File: src/hdl/tbl_pkg.sv
// ----------------------------------------------------------------------------
// tbl_pkg
// Shared types, codes and helpers for the tagged bank locator.
// ----------------------------------------------------------------------------
package tbl_pkg;

   localparam int WORD_BITS      = 32;
   localparam int CSR_INDEX_BITS = 3;
   localparam int BYTE_BITS      = 26;
   localparam int OUT_INDEX_BITS = 24;

   // register indexes of the configuration port
   localparam logic [CSR_INDEX_BITS-1:0] CSR_FRAGMENT_TAG    = 3'd0;
   localparam logic [CSR_INDEX_BITS-1:0] CSR_FRAGMENT_NUMBER = 3'd1;
   localparam logic [CSR_INDEX_BITS-1:0] CSR_MATCH_ANY       = 3'd2;
   localparam logic [CSR_INDEX_BITS-1:0] CSR_BANK_TAG        = 3'd3;
   localparam logic [CSR_INDEX_BITS-1:0] CSR_BANK_NUMBER     = 3'd4;

   // header type codes
   localparam logic [5:0] TYPE_FRAGMENT   = 6'h0e;
   localparam logic [5:0] TYPE_FRAGMENT_B = 6'h10;
   localparam logic [5:0] TYPE_COMPOSITE  = 6'h0f;

   localparam logic [BYTE_BITS-1:0] BYTES_MAX = {BYTE_BITS{1'b1}};

   typedef enum logic [1:0] {
      STATUS_MISS      = 2'd0,
      STATUS_PLAIN     = 2'd1,
      STATUS_COMPOSITE = 2'd2
   } status_type;

   typedef struct packed {
      logic [15:0] fragment_tag;
      logic [7:0]  fragment_number;
      logic        match_any_fragment_number;
      logic [15:0] bank_tag;
      logic [7:0]  bank_number;
   } cfg_type;

   typedef struct packed {
      logic [WORD_BITS-1:0] event_word;
      logic                 last_word;
   } word_type;

   typedef struct packed {
      status_type                status;
      logic [OUT_INDEX_BITS-1:0] bank_index;
      logic [OUT_INDEX_BITS-1:0] data_index;
      logic [BYTE_BITS-1:0]      byte_count;
   } result_type;

   // clamp a signed byte count into the unsigned result range
   function automatic logic [BYTE_BITS-1:0] clamp_bytes(input logic signed [35:0] v);
      logic [BYTE_BITS-1:0] r;
      if (v[35]) begin
         r = '0;
      end else if (v[34:BYTE_BITS] != '0) begin
         r = BYTES_MAX;
      end else begin
         r = v[BYTE_BITS-1:0];
      end
      return r;
   endfunction

endpackage

File: src/hdl/tbl_word_reg.sv
// ----------------------------------------------------------------------------
// tbl_word_reg
// Input register: holds one word until the search stage takes it.
// ----------------------------------------------------------------------------
module tbl_word_reg
   import tbl_pkg::*;
(
   input  logic                 clock,
   input  logic                 reset,
   input  logic                 req_valid,
   output logic                 req_ready,
   input  logic [WORD_BITS-1:0] req_event_word,
   input  logic                 req_last_word,
   input  logic                 advance,
   output logic                 word_valid,
   output word_type             word
);

   logic     valid_ff, valid_in;
   word_type word_ff, word_in;

   // refill in the same cycle the held word moves on
   assign req_ready = !valid_ff || advance;

   always_comb begin
      valid_in = valid_ff;
      word_in  = word_ff;
      if (advance) begin
         valid_in = 1'b0;
      end
      if (req_valid && req_ready) begin
         valid_in           = 1'b1;
         word_in.event_word = req_event_word;
         word_in.last_word  = req_last_word;
      end
   end

   always_ff @(posedge clock) begin
      if (reset) begin
         valid_ff <= 1'b0;
      end else begin
         valid_ff <= valid_in;
      end
      word_ff <= word_in;
   end

   assign word_valid = valid_ff;
   assign word       = word_ff;

endmodule

File: src/hdl/tbl_search.sv
// ----------------------------------------------------------------------------
// tbl_search
// Header walk state and its one-word update; builds the result on the last word.
// ----------------------------------------------------------------------------
module tbl_search
   import tbl_pkg::*;
#(
   parameter int INDEX_BITS = 24
)
(
   input  logic       clock,
   input  logic       reset,
   input  cfg_type    cfg,
   input  logic       step,
   input  word_type   word,
   output result_type result
);

   localparam int P  = INDEX_BITS + 1;
   localparam int DW = INDEX_BITS + 18;

   typedef enum logic [6:0] {
      PH_FRAG  = 7'b0000001,
      PH_BANK  = 7'b0000010,
      PH_SEG   = 7'b0000100,
      PH_INNER = 7'b0001000,
      PH_PLAIN = 7'b0010000,
      PH_COMP  = 7'b0100000,
      PH_MISS  = 7'b1000000
   } phase_type;

   logic [P-1:0]          pos_ff, pos_in;
   logic [P-1:0]          next_ff, next_in;
   logic [WORD_BITS-1:0]  event_words_ff, event_words_in;
   logic [WORD_BITS-1:0]  header_words_ff, header_words_in;
   phase_type             phase_ff, phase_in;
   logic [INDEX_BITS-1:0] frag_start_ff, frag_start_in;
   logic [WORD_BITS-1:0]  frag_words_ff, frag_words_in;
   logic [INDEX_BITS-1:0] bank_start_ff, bank_start_in;
   logic [WORD_BITS-1:0]  bank_words_ff, bank_words_in;
   logic [16:0]           seg_words_ff, seg_words_in;
   logic                  hdr_open_ff, hdr_open_in;
   logic [DW-1:0]         found_data_ff, found_data_in;
   logic [BYTE_BITS-1:0]  found_bytes_ff, found_bytes_in;

   logic [15:0]           w_tag;
   logic [5:0]            w_typ;
   logic [7:0]            w_num;
   logic [INDEX_BITS-1:0] p;
   logic                  open_miss;
   logic                  frag_type;
   logic                  frag_hit;
   logic                  bank_hit;
   logic [WORD_BITS-1:0]  step_words;
   logic [32:0]           sum;
   logic [P-1:0]          next_step;
   logic [DW-1:0]         inner_pos;
   logic [DW-1:0]         comp_data;
   logic [35:0]           plain_diff;
   logic [35:0]           comp_diff;
   logic [35:0]           comp_val;
   logic [INDEX_BITS+23:0] start_wide;

   assign w_tag = word.event_word[31:16];
   assign w_typ = word.event_word[13:8];
   assign w_num = word.event_word[7:0];
   assign p     = pos_ff[INDEX_BITS-1:0];

   // a header opened here would lie past the end of the event or fragment
   assign open_miss = (phase_ff == PH_FRAG) ?
      ({{(WORD_BITS-P){1'b0}}, pos_ff} >= event_words_ff) :
      ({{(WORD_BITS-INDEX_BITS){1'b0}}, p - frag_start_ff} >= frag_words_ff);

   assign frag_type = (w_typ == TYPE_FRAGMENT) || (w_typ == TYPE_FRAGMENT_B);
   assign frag_hit  = frag_type && (w_tag == cfg.fragment_tag) &&
                      ((w_num == cfg.fragment_number) || cfg.match_any_fragment_number);
   assign bank_hit  = (w_tag == cfg.bank_tag) && (w_num == cfg.bank_number);

   // skip nonmatching fragments by their header only, other headers by length
   assign step_words = ((phase_ff == PH_FRAG) && frag_type) ? WORD_BITS'(2) : header_words_ff;
   assign sum        = {{(33-P){1'b0}}, next_ff} + {1'b0, step_words};
   assign next_step  = (sum[32:INDEX_BITS] != '0) ? {1'b1, {INDEX_BITS{1'b0}}} :
                       sum[P-1:0];

   assign inner_pos = {{18{1'b0}}, bank_start_ff} + DW'(3) +
                      {{(DW-17){1'b0}}, seg_words_ff};
   assign comp_data = inner_pos + DW'(1);

   assign plain_diff = {4'b0, header_words_ff} - 36'd2;
   assign comp_diff  = {4'b0, bank_words_ff} - 36'd4 - {19'b0, seg_words_ff};
   assign comp_val   = {comp_diff[33:0], 2'b00} - {34'b0, word.event_word[15:14]};

   always_comb begin
      pos_in          = pos_ff;
      next_in         = next_ff;
      event_words_in  = event_words_ff;
      header_words_in = header_words_ff;
      phase_in        = phase_ff;
      frag_start_in   = frag_start_ff;
      frag_words_in   = frag_words_ff;
      bank_start_in   = bank_start_ff;
      bank_words_in   = bank_words_ff;
      seg_words_in    = seg_words_ff;
      hdr_open_in     = hdr_open_ff;
      found_data_in   = found_data_ff;
      found_bytes_in  = found_bytes_ff;

      if (step && !pos_ff[INDEX_BITS]) begin
         pos_in = pos_ff + P'(1);
         if (pos_ff == '0) begin
            event_words_in = word.event_word + WORD_BITS'(1);
         end else if (phase_ff == PH_FRAG || phase_ff == PH_BANK) begin
            if (hdr_open_ff && (next_ff + P'(1) == pos_ff)) begin
               hdr_open_in = 1'b0;
               if (phase_ff == PH_FRAG && frag_hit) begin
                  frag_start_in = next_ff[INDEX_BITS-1:0];
                  frag_words_in = header_words_ff;
                  if (header_words_ff <= WORD_BITS'(2)) begin
                     phase_in = PH_MISS;
                  end else begin
                     phase_in = PH_BANK;
                     next_in  = next_ff + P'(2);
                  end
               end else if (phase_ff == PH_BANK && bank_hit) begin
                  bank_start_in = next_ff[INDEX_BITS-1:0];
                  bank_words_in = header_words_ff;
                  if (w_typ != TYPE_COMPOSITE) begin
                     found_data_in  = {{(DW-P){1'b0}}, next_ff} + DW'(2);
                     found_bytes_in = clamp_bytes({plain_diff[33:0], 2'b00});
                     phase_in       = PH_PLAIN;
                  end else begin
                     phase_in = PH_SEG;
                  end
               end else begin
                  next_in = next_step;
                  // step of one: this word is the next header's length word
                  if (next_step == pos_ff) begin
                     if (open_miss) begin
                        phase_in = PH_MISS;
                     end else begin
                        header_words_in = word.event_word + WORD_BITS'(1);
                        hdr_open_in     = 1'b1;
                     end
                  end else if (next_step < pos_ff) begin
                     phase_in = PH_MISS;
                  end
               end
            end else if (!hdr_open_ff && (next_ff == pos_ff)) begin
               if (open_miss) begin
                  phase_in = PH_MISS;
               end else begin
                  header_words_in = word.event_word + WORD_BITS'(1);
                  hdr_open_in     = 1'b1;
               end
            end
         end else if (phase_ff == PH_SEG) begin
            if (pos_ff == {1'b0, bank_start_ff} + P'(2)) begin
               seg_words_in = {1'b0, word.event_word[15:0]} + 17'd1;
               phase_in     = PH_INNER;
            end
         end else if (phase_ff == PH_INNER) begin
            if ({{(DW-P){1'b0}}, pos_ff} == inner_pos) begin
               found_bytes_in = clamp_bytes(comp_val);
               found_data_in  = comp_data;
               phase_in       = PH_COMP;
            end
         end
      end

      // result from the state this word leaves behind
      start_wide = {{24{1'b0}}, bank_start_in};
      result     = '0;
      if (phase_in == PH_PLAIN || phase_in == PH_COMP) begin
         result.status     = (phase_in == PH_PLAIN) ? STATUS_PLAIN : STATUS_COMPOSITE;
         result.bank_index = start_wide[OUT_INDEX_BITS-1:0];
         result.data_index = found_data_in[OUT_INDEX_BITS-1:0];
         result.byte_count = found_bytes_in;
      end

      // drop the event state after its last word
      if (step && word.last_word) begin
         pos_in          = '0;
         next_in         = P'(2);
         event_words_in  = '0;
         header_words_in = '0;
         phase_in        = PH_FRAG;
         frag_start_in   = '0;
         frag_words_in   = '0;
         bank_start_in   = '0;
         bank_words_in   = '0;
         seg_words_in    = '0;
         hdr_open_in     = 1'b0;
         found_data_in   = '0;
         found_bytes_in  = '0;
      end
   end

   always_ff @(posedge clock) begin
      if (reset) begin
         pos_ff          <= '0;
         next_ff         <= P'(2);
         event_words_ff  <= '0;
         header_words_ff <= '0;
         phase_ff        <= PH_FRAG;
         frag_start_ff   <= '0;
         frag_words_ff   <= '0;
         bank_start_ff   <= '0;
         bank_words_ff   <= '0;
         seg_words_ff    <= '0;
         hdr_open_ff     <= 1'b0;
         found_data_ff   <= '0;
         found_bytes_ff  <= '0;
      end else begin
         pos_ff          <= pos_in;
         next_ff         <= next_in;
         event_words_ff  <= event_words_in;
         header_words_ff <= header_words_in;
         phase_ff        <= phase_in;
         frag_start_ff   <= frag_start_in;
         frag_words_ff   <= frag_words_in;
         bank_start_ff   <= bank_start_in;
         bank_words_ff   <= bank_words_in;
         seg_words_ff    <= seg_words_in;
         hdr_open_ff     <= hdr_open_in;
         found_data_ff   <= found_data_in;
         found_bytes_ff  <= found_bytes_in;
      end
   end

endmodule

File: src/hdl/tagged_bank_locator.sv
// ----------------------------------------------------------------------------
// tagged_bank_locator
// Finds a bank by tag and number inside a fragment found by tag and number.
// ----------------------------------------------------------------------------
// Throughput: one word per cycle, set by the single search update per word;
//   a last word stalls only while the previous result waits on rsp_ready.
// The result for an event shows on rsp_valid after its last word passes the
//   input register, then the result register.
// Reset: synchronous; clears the walk state, config and valid bits only.
// ----------------------------------------------------------------------------
module tagged_bank_locator
   import tbl_pkg::*;
#(
   parameter int INDEX_BITS = 24
)
(
   input  logic                      clock,
   input  logic                      reset,
   // input words
   input  logic                      req_valid,
   output logic                      req_ready,
   input  logic [WORD_BITS-1:0]      req_event_word,
   input  logic                      req_last_word,
   // results
   output logic                      rsp_valid,
   input  logic                      rsp_ready,
   output logic [1:0]                rsp_status,
   output logic [OUT_INDEX_BITS-1:0] rsp_bank_index,
   output logic [OUT_INDEX_BITS-1:0] rsp_data_index,
   output logic [BYTE_BITS-1:0]      rsp_byte_count,
   // configuration writes
   input  logic                      csr_valid,
   output logic                      csr_ready,
   input  logic [CSR_INDEX_BITS-1:0] csr_index,
   input  logic [WORD_BITS-1:0]      csr_data
);

   cfg_type    cfg_ff, cfg_in;
   logic       word_valid;
   word_type   word;
   logic       advance;
   result_type result;
   logic       rsp_valid_ff, rsp_valid_in;
   result_type rsp_ff, rsp_in;

   // Registers are always writable; writes beyond the list are dropped.
   assign csr_ready = 1'b1;

   always_comb begin
      cfg_in = cfg_ff;
      if (csr_valid) begin
         case (csr_index)
            CSR_FRAGMENT_TAG:    cfg_in.fragment_tag              = csr_data[15:0];
            CSR_FRAGMENT_NUMBER: cfg_in.fragment_number           = csr_data[7:0];
            CSR_MATCH_ANY:       cfg_in.match_any_fragment_number = csr_data[0];
            CSR_BANK_TAG:        cfg_in.bank_tag                  = csr_data[15:0];
            CSR_BANK_NUMBER:     cfg_in.bank_number               = csr_data[7:0];
            default:             cfg_in = cfg_ff;
         endcase
      end
   end

   // Advance the held word unless it is a last word and the result slot is
   // still occupied by a result nobody has taken yet.
   assign advance = word_valid && (!word.last_word || !rsp_valid_ff || rsp_ready);

   tbl_word_reg u_word_reg (
      .clock          (clock),
      .reset          (reset),
      .req_valid      (req_valid),
      .req_ready      (req_ready),
      .req_event_word (req_event_word),
      .req_last_word  (req_last_word),
      .advance        (advance),
      .word_valid     (word_valid),
      .word           (word)
   );

   tbl_search #(
      .INDEX_BITS (INDEX_BITS)
   ) u_search (
      .clock  (clock),
      .reset  (reset),
      .cfg    (cfg_ff),
      .step   (advance),
      .word   (word),
      .result (result)
   );

   // Result register: load on a last word, hold until taken.
   always_comb begin
      rsp_valid_in = rsp_valid_ff && !rsp_ready;
      rsp_in       = rsp_ff;
      if (advance && word.last_word) begin
         rsp_valid_in = 1'b1;
         rsp_in       = result;
      end
   end

   always_ff @(posedge clock) begin
      if (reset) begin
         cfg_ff       <= '0;
         rsp_valid_ff <= 1'b0;
      end else begin
         cfg_ff       <= cfg_in;
         rsp_valid_ff <= rsp_valid_in;
      end
      rsp_ff <= rsp_in;
   end

   assign rsp_valid      = rsp_valid_ff;
   assign rsp_status     = rsp_ff.status;
   assign rsp_bank_index = rsp_ff.bank_index;
   assign rsp_data_index = rsp_ff.data_index;
   assign rsp_byte_count = rsp_ff.byte_count;

endmodule

File: config.mk
export PLATFORM = sky130hd
export DESIGN_NAME = tagged_bank_locator
export DESIGN_NICKNAME = d
export VERILOG_FILES = /design/src/hdl/tbl_pkg.sv /design/src/hdl/tbl_word_reg.sv /design/src/hdl/tbl_search.sv /design/src/hdl/tagged_bank_locator.sv
export SDC_FILE = /design/constraint.sdc
export NUM_CORES = 2
export LEC_CHECK = 0
export BUFFER_PORTS_ARGS = -buffer_cell sky130_fd_sc_hd__buf_2
export CAP_MARGIN = 40
export CORE_MARGIN = 5
export CORE_UTILIZATION = 35
export DETAILED_ROUTE_END_ITERATION = 7
export PLACE_DENSITY_LB_ADDON = 0.05
export SLEW_MARGIN = 10
export SYNTH_ARGS = -nofsm -noshare
export SYNTH_HDL_FRONTEND = slang
export SYNTH_SLANG_ARGS = --single-unit
File: constraint.sdc
create_clock -name clock -period 17.36 [get_ports clock]
set_clock_uncertainty 0.2 [all_clocks]
set_input_delay 3.472 -clock clock [delete_from_list [all_inputs] [get_ports clock]]
set_output_delay 3.472 -clock clock [all_outputs]
set_load 0.01 [all_outputs]
After elaboration in Yosys (flattened, before gate mapping)
Index checks and enable logic that the tools add are counted.
- register bits after elaboration: 461
- bits of input ports: 73
- output and inout bits: 79
- logic and storage cells: 192
- add/subtract/negate cells: 16
- magnitude comparators: 4
- eq/ne operators: 28
- muxes and demuxes: 69
- bitwise operators: 3
- reduce and logical (&&, ||, !) cells: 46
- operator list (kind ; count):
    24-bit two-way mux ; 16
    26-bit two-way mux ; 14
    32-bit two-way mux ; 7
    7-bit two-way mux ; 15
    25-bit equality test ; 4
    25-bit two-way mux ; 4
    24-bit by 2-bit adder with 25-bit output, second input constant ; 2
    25-bit by 1-bit adder with 25-bit output, second input constant ; 2
    25-bit by 42-bit equality test with 1-bit output ; 1
    36-bit by 2-bit subtractor with 36-bit output ; 1
    34-bit by 17-bit subtractor with 34-bit output ; 1
    25-bit by 32-bit adder with 33-bit output ; 1
    32-bit by 2-bit subtractor with 33-bit output, second input constant ; 1
    32-bit by 3-bit subtractor with 33-bit output, second input constant ; 1
    32-bit by 1-bit adder with 32-bit output, second input constant ; 1
    16-bit equality test ; 2
    24-bit by 32-bit greater-or-equal comparator with 1-bit output ; 1
    25-bit by 32-bit greater-or-equal comparator with 1-bit output ; 1
    32-bit by 2-bit <= comparator with 1-bit output, second input constant ; 1
    9-bit nonzero test ; 3
    25-bit by 17-bit adder with 26-bit output ; 1
    25-bit by 2-bit adder with 25-bit output, second input constant ; 1
    25-bit logical NOT ; 1
    25-bit < comparator ; 1
    33 further kinds ; 83

Longest topological paths before layout
- depth in word-level cells: 18
- mapped depth: 36
- gate-level depth less buffers: 31

By module
From an unflattened synthesis, not the netlist that was laid out.
- cell total of the unflattened synthesis: 4019
- area, all modules: 32070.8 µm²
- modules (own cells, without submodules) (module ; instances ; cells an instance ; area each (µm²)):
    tbl_search ; 1 ; 3713 ; 26650.6
    tagged_bank_locator ; 1 ; 268 ; 4374.2
    tbl_word_reg ; 1 ; 38 ; 1046.0

Worst setup path after synthesis
Ideal clock, no wire load.
- path kind: reg2reg
- start: register u_search.phase_ff[6]
- end: register rsp_ff, in the netlist rsp_bank_index[13] (data pin)
- setup time: 0.140 ns
- arrival time: 8.135 ns
- required time: 17.020 ns
- path slack: 8.884 ns
- stages on the path, launching flop included: 36
- path buffers: 6
- clock period less this slack: 8.476 ns
- cells stage by stage: dfxtp_1 > nor3_1 > nand3_1 > or4_1 > clkbuf_1 > clkbuf_1 > and2_1 > ha_1 > fa_1 > a211o_1 > a21oi_1 > o211ai_1 > a211oi_1 > o31ai_1 > o2111ai_1 > a21oi_1 > o211a_1 > o31ai_1 > clkbuf_1 > clkbuf_1 > nor2_1 > ha_1 > nor2b_1 > o21a_1 > o21ai_0 > a21oi_1 > a2111oi_0 > a21boi_0 > o22ai_1 > o211ai_1 > a221oi_1 > o2111ai_1 > nand2b_1 > clkbuf_1 > buf_1 > nor2_1
- longest elaborated chain between the ends: 17
- elaborated cells on any way between the ends: 38
- ends and longest elaborated chain (what ; line ; text):
    start: declaration ; tbl_search.sv:36 ; phase_type phase_ff, phase_in;
    start signal: assignment ; tbl_search.sv:218 ; phase_ff <= phase_in;
    7-bit by 1-bit equality test with 1-bit output ; - ;
    1-bit logical AND ; tbl_search.sv:80 ; assign step_words = ((phase_ff == PH_FRAG) && frag_type) ? WORD_BITS'(2) : header_words_ff;
    32-bit two-way mux ; tbl_search.sv:80 ;
    25-bit by 32-bit adder with 33-bit output ; tbl_search.sv:81 ; assign sum = {{(33-P){1'b0}}, next_ff} + {1'b0, step_words};
    9-bit nonzero test ; tbl_search.sv:82 ; assign next_step = (sum[32:INDEX_BITS] != '0) ? {1'b1, {INDEX_BITS{1'b0}}} :
    25-bit two-way mux ; tbl_search.sv:82 ;
    25-bit < comparator ; tbl_search.sv:144 ; end else if (next_step < pos_ff) begin
    7-bit two-way mux ; tbl_search.sv:144 ;
    7-bit two-way mux ; tbl_search.sv:137 ; if (next_step == pos_ff) begin
    7-bit two-way mux ; tbl_search.sv:124 ; end else if (phase_ff == PH_BANK && bank_hit) begin
    7-bit two-way mux ; tbl_search.sv:115 ; if (phase_ff == PH_FRAG && frag_hit) begin
    7-bit two-way mux ; tbl_search.sv:113 ; if (hdr_open_ff && (next_ff + P'(1) == pos_ff)) begin
    7-bit two-way mux ; tbl_search.sv:112 ; end else if (phase_ff == PH_FRAG || phase_ff == PH_BANK) begin
    7-bit two-way mux ; tbl_search.sv:110 ; if (pos_ff == '0) begin
    7-bit two-way mux ; tbl_search.sv:108 ; if (step && !pos_ff[INDEX_BITS]) begin
    7-bit by 5-bit equality test with 1-bit output / 7-bit by 6-bit equality test with 1-bit output (equally long branches) ; tbl_search.sv:173 ; if (phase_in == PH_PLAIN || phase_in == PH_COMP) begin
    1-bit logical OR ; tbl_search.sv:173 ;
    end signal: assignment ; tagged_bank_locator.sv:108 ; rsp_ff <= rsp_in;
    end: declaration ; tagged_bank_locator.sv:44 ; result_type rsp_ff, rsp_in;
Parallel ways exist; a longest one is shown, timed or not.
A chain may end at the register's enable or synchronous reset.

Final worst setup path
- start: register u_search.phase_ff[6]
- end: register rsp_ff, in the netlist rsp_byte_count[11] (data pin)
Same word-level chain as after synthesis.

==> metrics <==
status=complete, no violations; routed len/inst=24.16 um; CP peak stage delay=0.72 ns; Top delay family on crit path=compound AO/OA/AOI/OAI gates; cells after synthesis=4,023; Final TNS setup=0 ns; Final Cycle Share=0.6258; Buffers on Ports=134; Tmin final=10.86 ns; max-slew violation count=0; Seq/Total Area, Yosys=0.3232; internal power=1.916 mW; sw frac=0.2468; Final #Nets=4,324; Final setup viols=0; Bufs on Longest Clock Path=3; top_reg_cell synth=dfxtp_1; WP buf/inv=3; Area Growth Syn to Fin=12.71%; core area=90,290 sq um; total gr overflow=0; clk_lat worst skew=0.71 ns; first-pass GRT wire length=188.8 mm; CP startpoint kind=flop; slew margin rel.=0.3758; Iteration-0 DRC Markers=2,434; post-cts repair resize count=0; PD cells=70.66 nW/um^2; total power=2.543 mW; worst reg-to-reg setup slack=6.50 ns; total CTS buffers=56; fin util=0.3986; Most Frequent Cell on Critical Path=buf_4; Boundary Pins=152; Psw=0.6276 mW; routability congestion estimate=0.9275; class of the worst hold path=reg -> reg; initial antenna violation count=3; number of synthesized flops with an enable pin=109; drt drc=0; FFs w/ async S/R, synth=0; share of layout cells above drive strength 1=0.09396; Setup Buffers After CTS=0; P_leak=13.65 nW; clock power share=0.503; Seq pwr share=0.446; DIE AREA=97,380 sq um; Peak VDD IR=0.00007696 V; RSZ-0062 raised after global routing=false; clock slew at reported path FFs=0.06 ns; CTS tree=done; Crit Path Max Fanout=74; # hold bufs at CTS=0; worst setup margin=6.496 ns; critical path data required time=17.61 ns; drt pass-1 iters=5; all-layer global routing usage=0.2519; register bit total from synthesis=461; most used cells in the layout excluding fill and tap cells=nand2_1, nor2_1, dfxtp_1; row count=110; Clock H-tree levels=2; starting density of the core=0.3537; actual slew at the worst max-slew pin=0.9291 ns; Via Count=29,748; largest net degree at the start of global routing=75; die extent in x=312.1 um; net count after synthesis=4,284; CP Capture Type=flop; Post-Route WL=127.7 mm; Slowest-stage cell, CP=a2111oi_0; synthesized area=31,930 sq um; Peak Freq=92.05 MHz; Gate power share=0.051; vias in the first global route=28,254; Die Y=312.1 um; post-synth cell types=96; Antenna Nets Post-Route=0; CP Class=reg -> reg; Syn. warnings=0; syn_area_per_cell=7.938 sq um; Vias per Instance=5.628; Post-DP HPWL=97.79 mm; most common cell after layout, fill and taps aside=nand2_1; Setup Slack @ Placement=6.609 ns; arrival time at the worst endpoint=11.12 ns; CTS sink count=461; Root Driver=clkbuf_16; Max Cap Viol=0; Final Hold Fails=0
==> layer usage <==
| layer | track usage | wire length, um |
|---|---|---|
| met1 | 0.3608 | 59760 |
| met2 | 0.3963 | 56040 |
| met3 | 0.03406 | 7615 |
| met4 | 0.07511 | 4266 |
| met5 | 0 | 13 |
==> cell usage after synthesis, drive strengths merged (23+ instances only) <==
library cell	number	area share
a211oi	38	0.0091
a21o	58	0.014
a21oi	302	0.048
a22o	23	0.0063
and2	65	0.013
and3	49	0.0096
clkbuf	223	0.026
dfxtp	352	0.22
edfxtp	109	0.10
ha	184	0.072
inv	172	0.020
mux2i	101	0.032
nand2	461	0.054
nand2b	32	0.0063
nand3	152	0.024
nand4	84	0.017
nor2	454	0.053
nor2b	40	0.0078
nor3	106	0.017
nor4	59	0.012
o211ai	25	0.0059
o21a	23	0.0054
o21ai	135	0.021
o22ai	25	0.0049
or3	28	0.0055
or4	24	0.0061
xnor2	226	0.062
xor2	127	0.035
==> worst paths after layout <==
| path | startpoint | endpoint | cells after the start |
|---|---|---|---|
| worst max-delay path | u_search.phase_ff[6] | rsp_byte_count[11] | 32 |
| worst min-delay path | u_search.frag_words_ff[3] | u_search.frag_words_ff[3] | 2 |
| worst max register to register | u_search.phase_ff[6] | rsp_byte_count[11] | 32 |
| worst min register to register | u_search.frag_words_ff[3] | u_search.frag_words_ff[3] | 2 |
==> registers in the layout, summed over array words and instances, names as in the netlist, 2 cells and up <==
signal	flops
cfg_ff	49
rsp_bank_index	24
rsp_byte_count	26
rsp_data_index	24
rsp_status	2
u_search.bank_start_ff	24
u_search.bank_words_ff	32
u_search.event_words_ff	32
u_search.found_bytes_ff	26
u_search.found_data_ff	24
u_search.frag_start_ff	24
u_search.frag_words_ff	32
u_search.header_words_ff	32
u_search.next_ff	25
u_search.phase_ff	7
u_search.pos_ff	25
u_search.seg_words_ff	17
u_word_reg.word	33
==> logic make-up after synthesis <==
group,share of synthesized area
XOR/XNOR,0.09823
other,0.0001174
buffers and inverters,0.04976
multiplexers,0.03236
adder cells (fa/ha/maj),0.07460
AND/OR/NAND/NOR,0.2501
flip-flops,0.3232
AO/OA/AOI/OAI,0.1717
==> area by class of cell <==
class / count / area (sq um)
fill: 9447 / 54290
antenna: 2 / 5.005
sequential: 461 / 10320
timing repair buffer: 226 / 1423
multi-input combinational: 3146 / 20140
tap: 1176 / 1471
clock inverter: 29 / 429.2
inverter: 172 / 645.6
clock buffer: 74 / 1560
==> worst register-to-register path, delay by kind of cell (launching register included) <==
family                   cells  cell delay (ns)
adder cells (fa/ha/maj)      3             0.90
AND/OR/NAND/NOR              9             3.03
flip-flops                   1             0.34
AO/OA/AOI/OAI               17             5.34
buffers and inverters        3             0.87
==> power groups by stage <==
stage,clock network [mW],registers (mW),logic (mW)
floorplan,0,1.15,0.0734
global placement,0,1.16,0.127
detailed placement,0,1.16,0.130
CTS,1.31,1.13,0.130
global route,1.35,1.14,0.141
finish,1.28,1.13,0.130
==> metrics by stage <==
| stage | hold slack, ns | instance area, sq um | cells |
|---|---|---|---|
| 3_5_place_dp | 0.2446 | 33970 | 5180 |
| 2_1_floorplan | 0.2315 | 31930 | 4023 |
| 5_1_grt | 0.2679 | 35990 | 5284 |
| 3_3_place_gp | 0.2395 | 33850 | 5170 |
| 6_report | 0.2523 | 35990 | 5286 |
| 4_1_cts | 0.2529 | 35960 | 5283 |
Power figures use the tool's default switching activity.
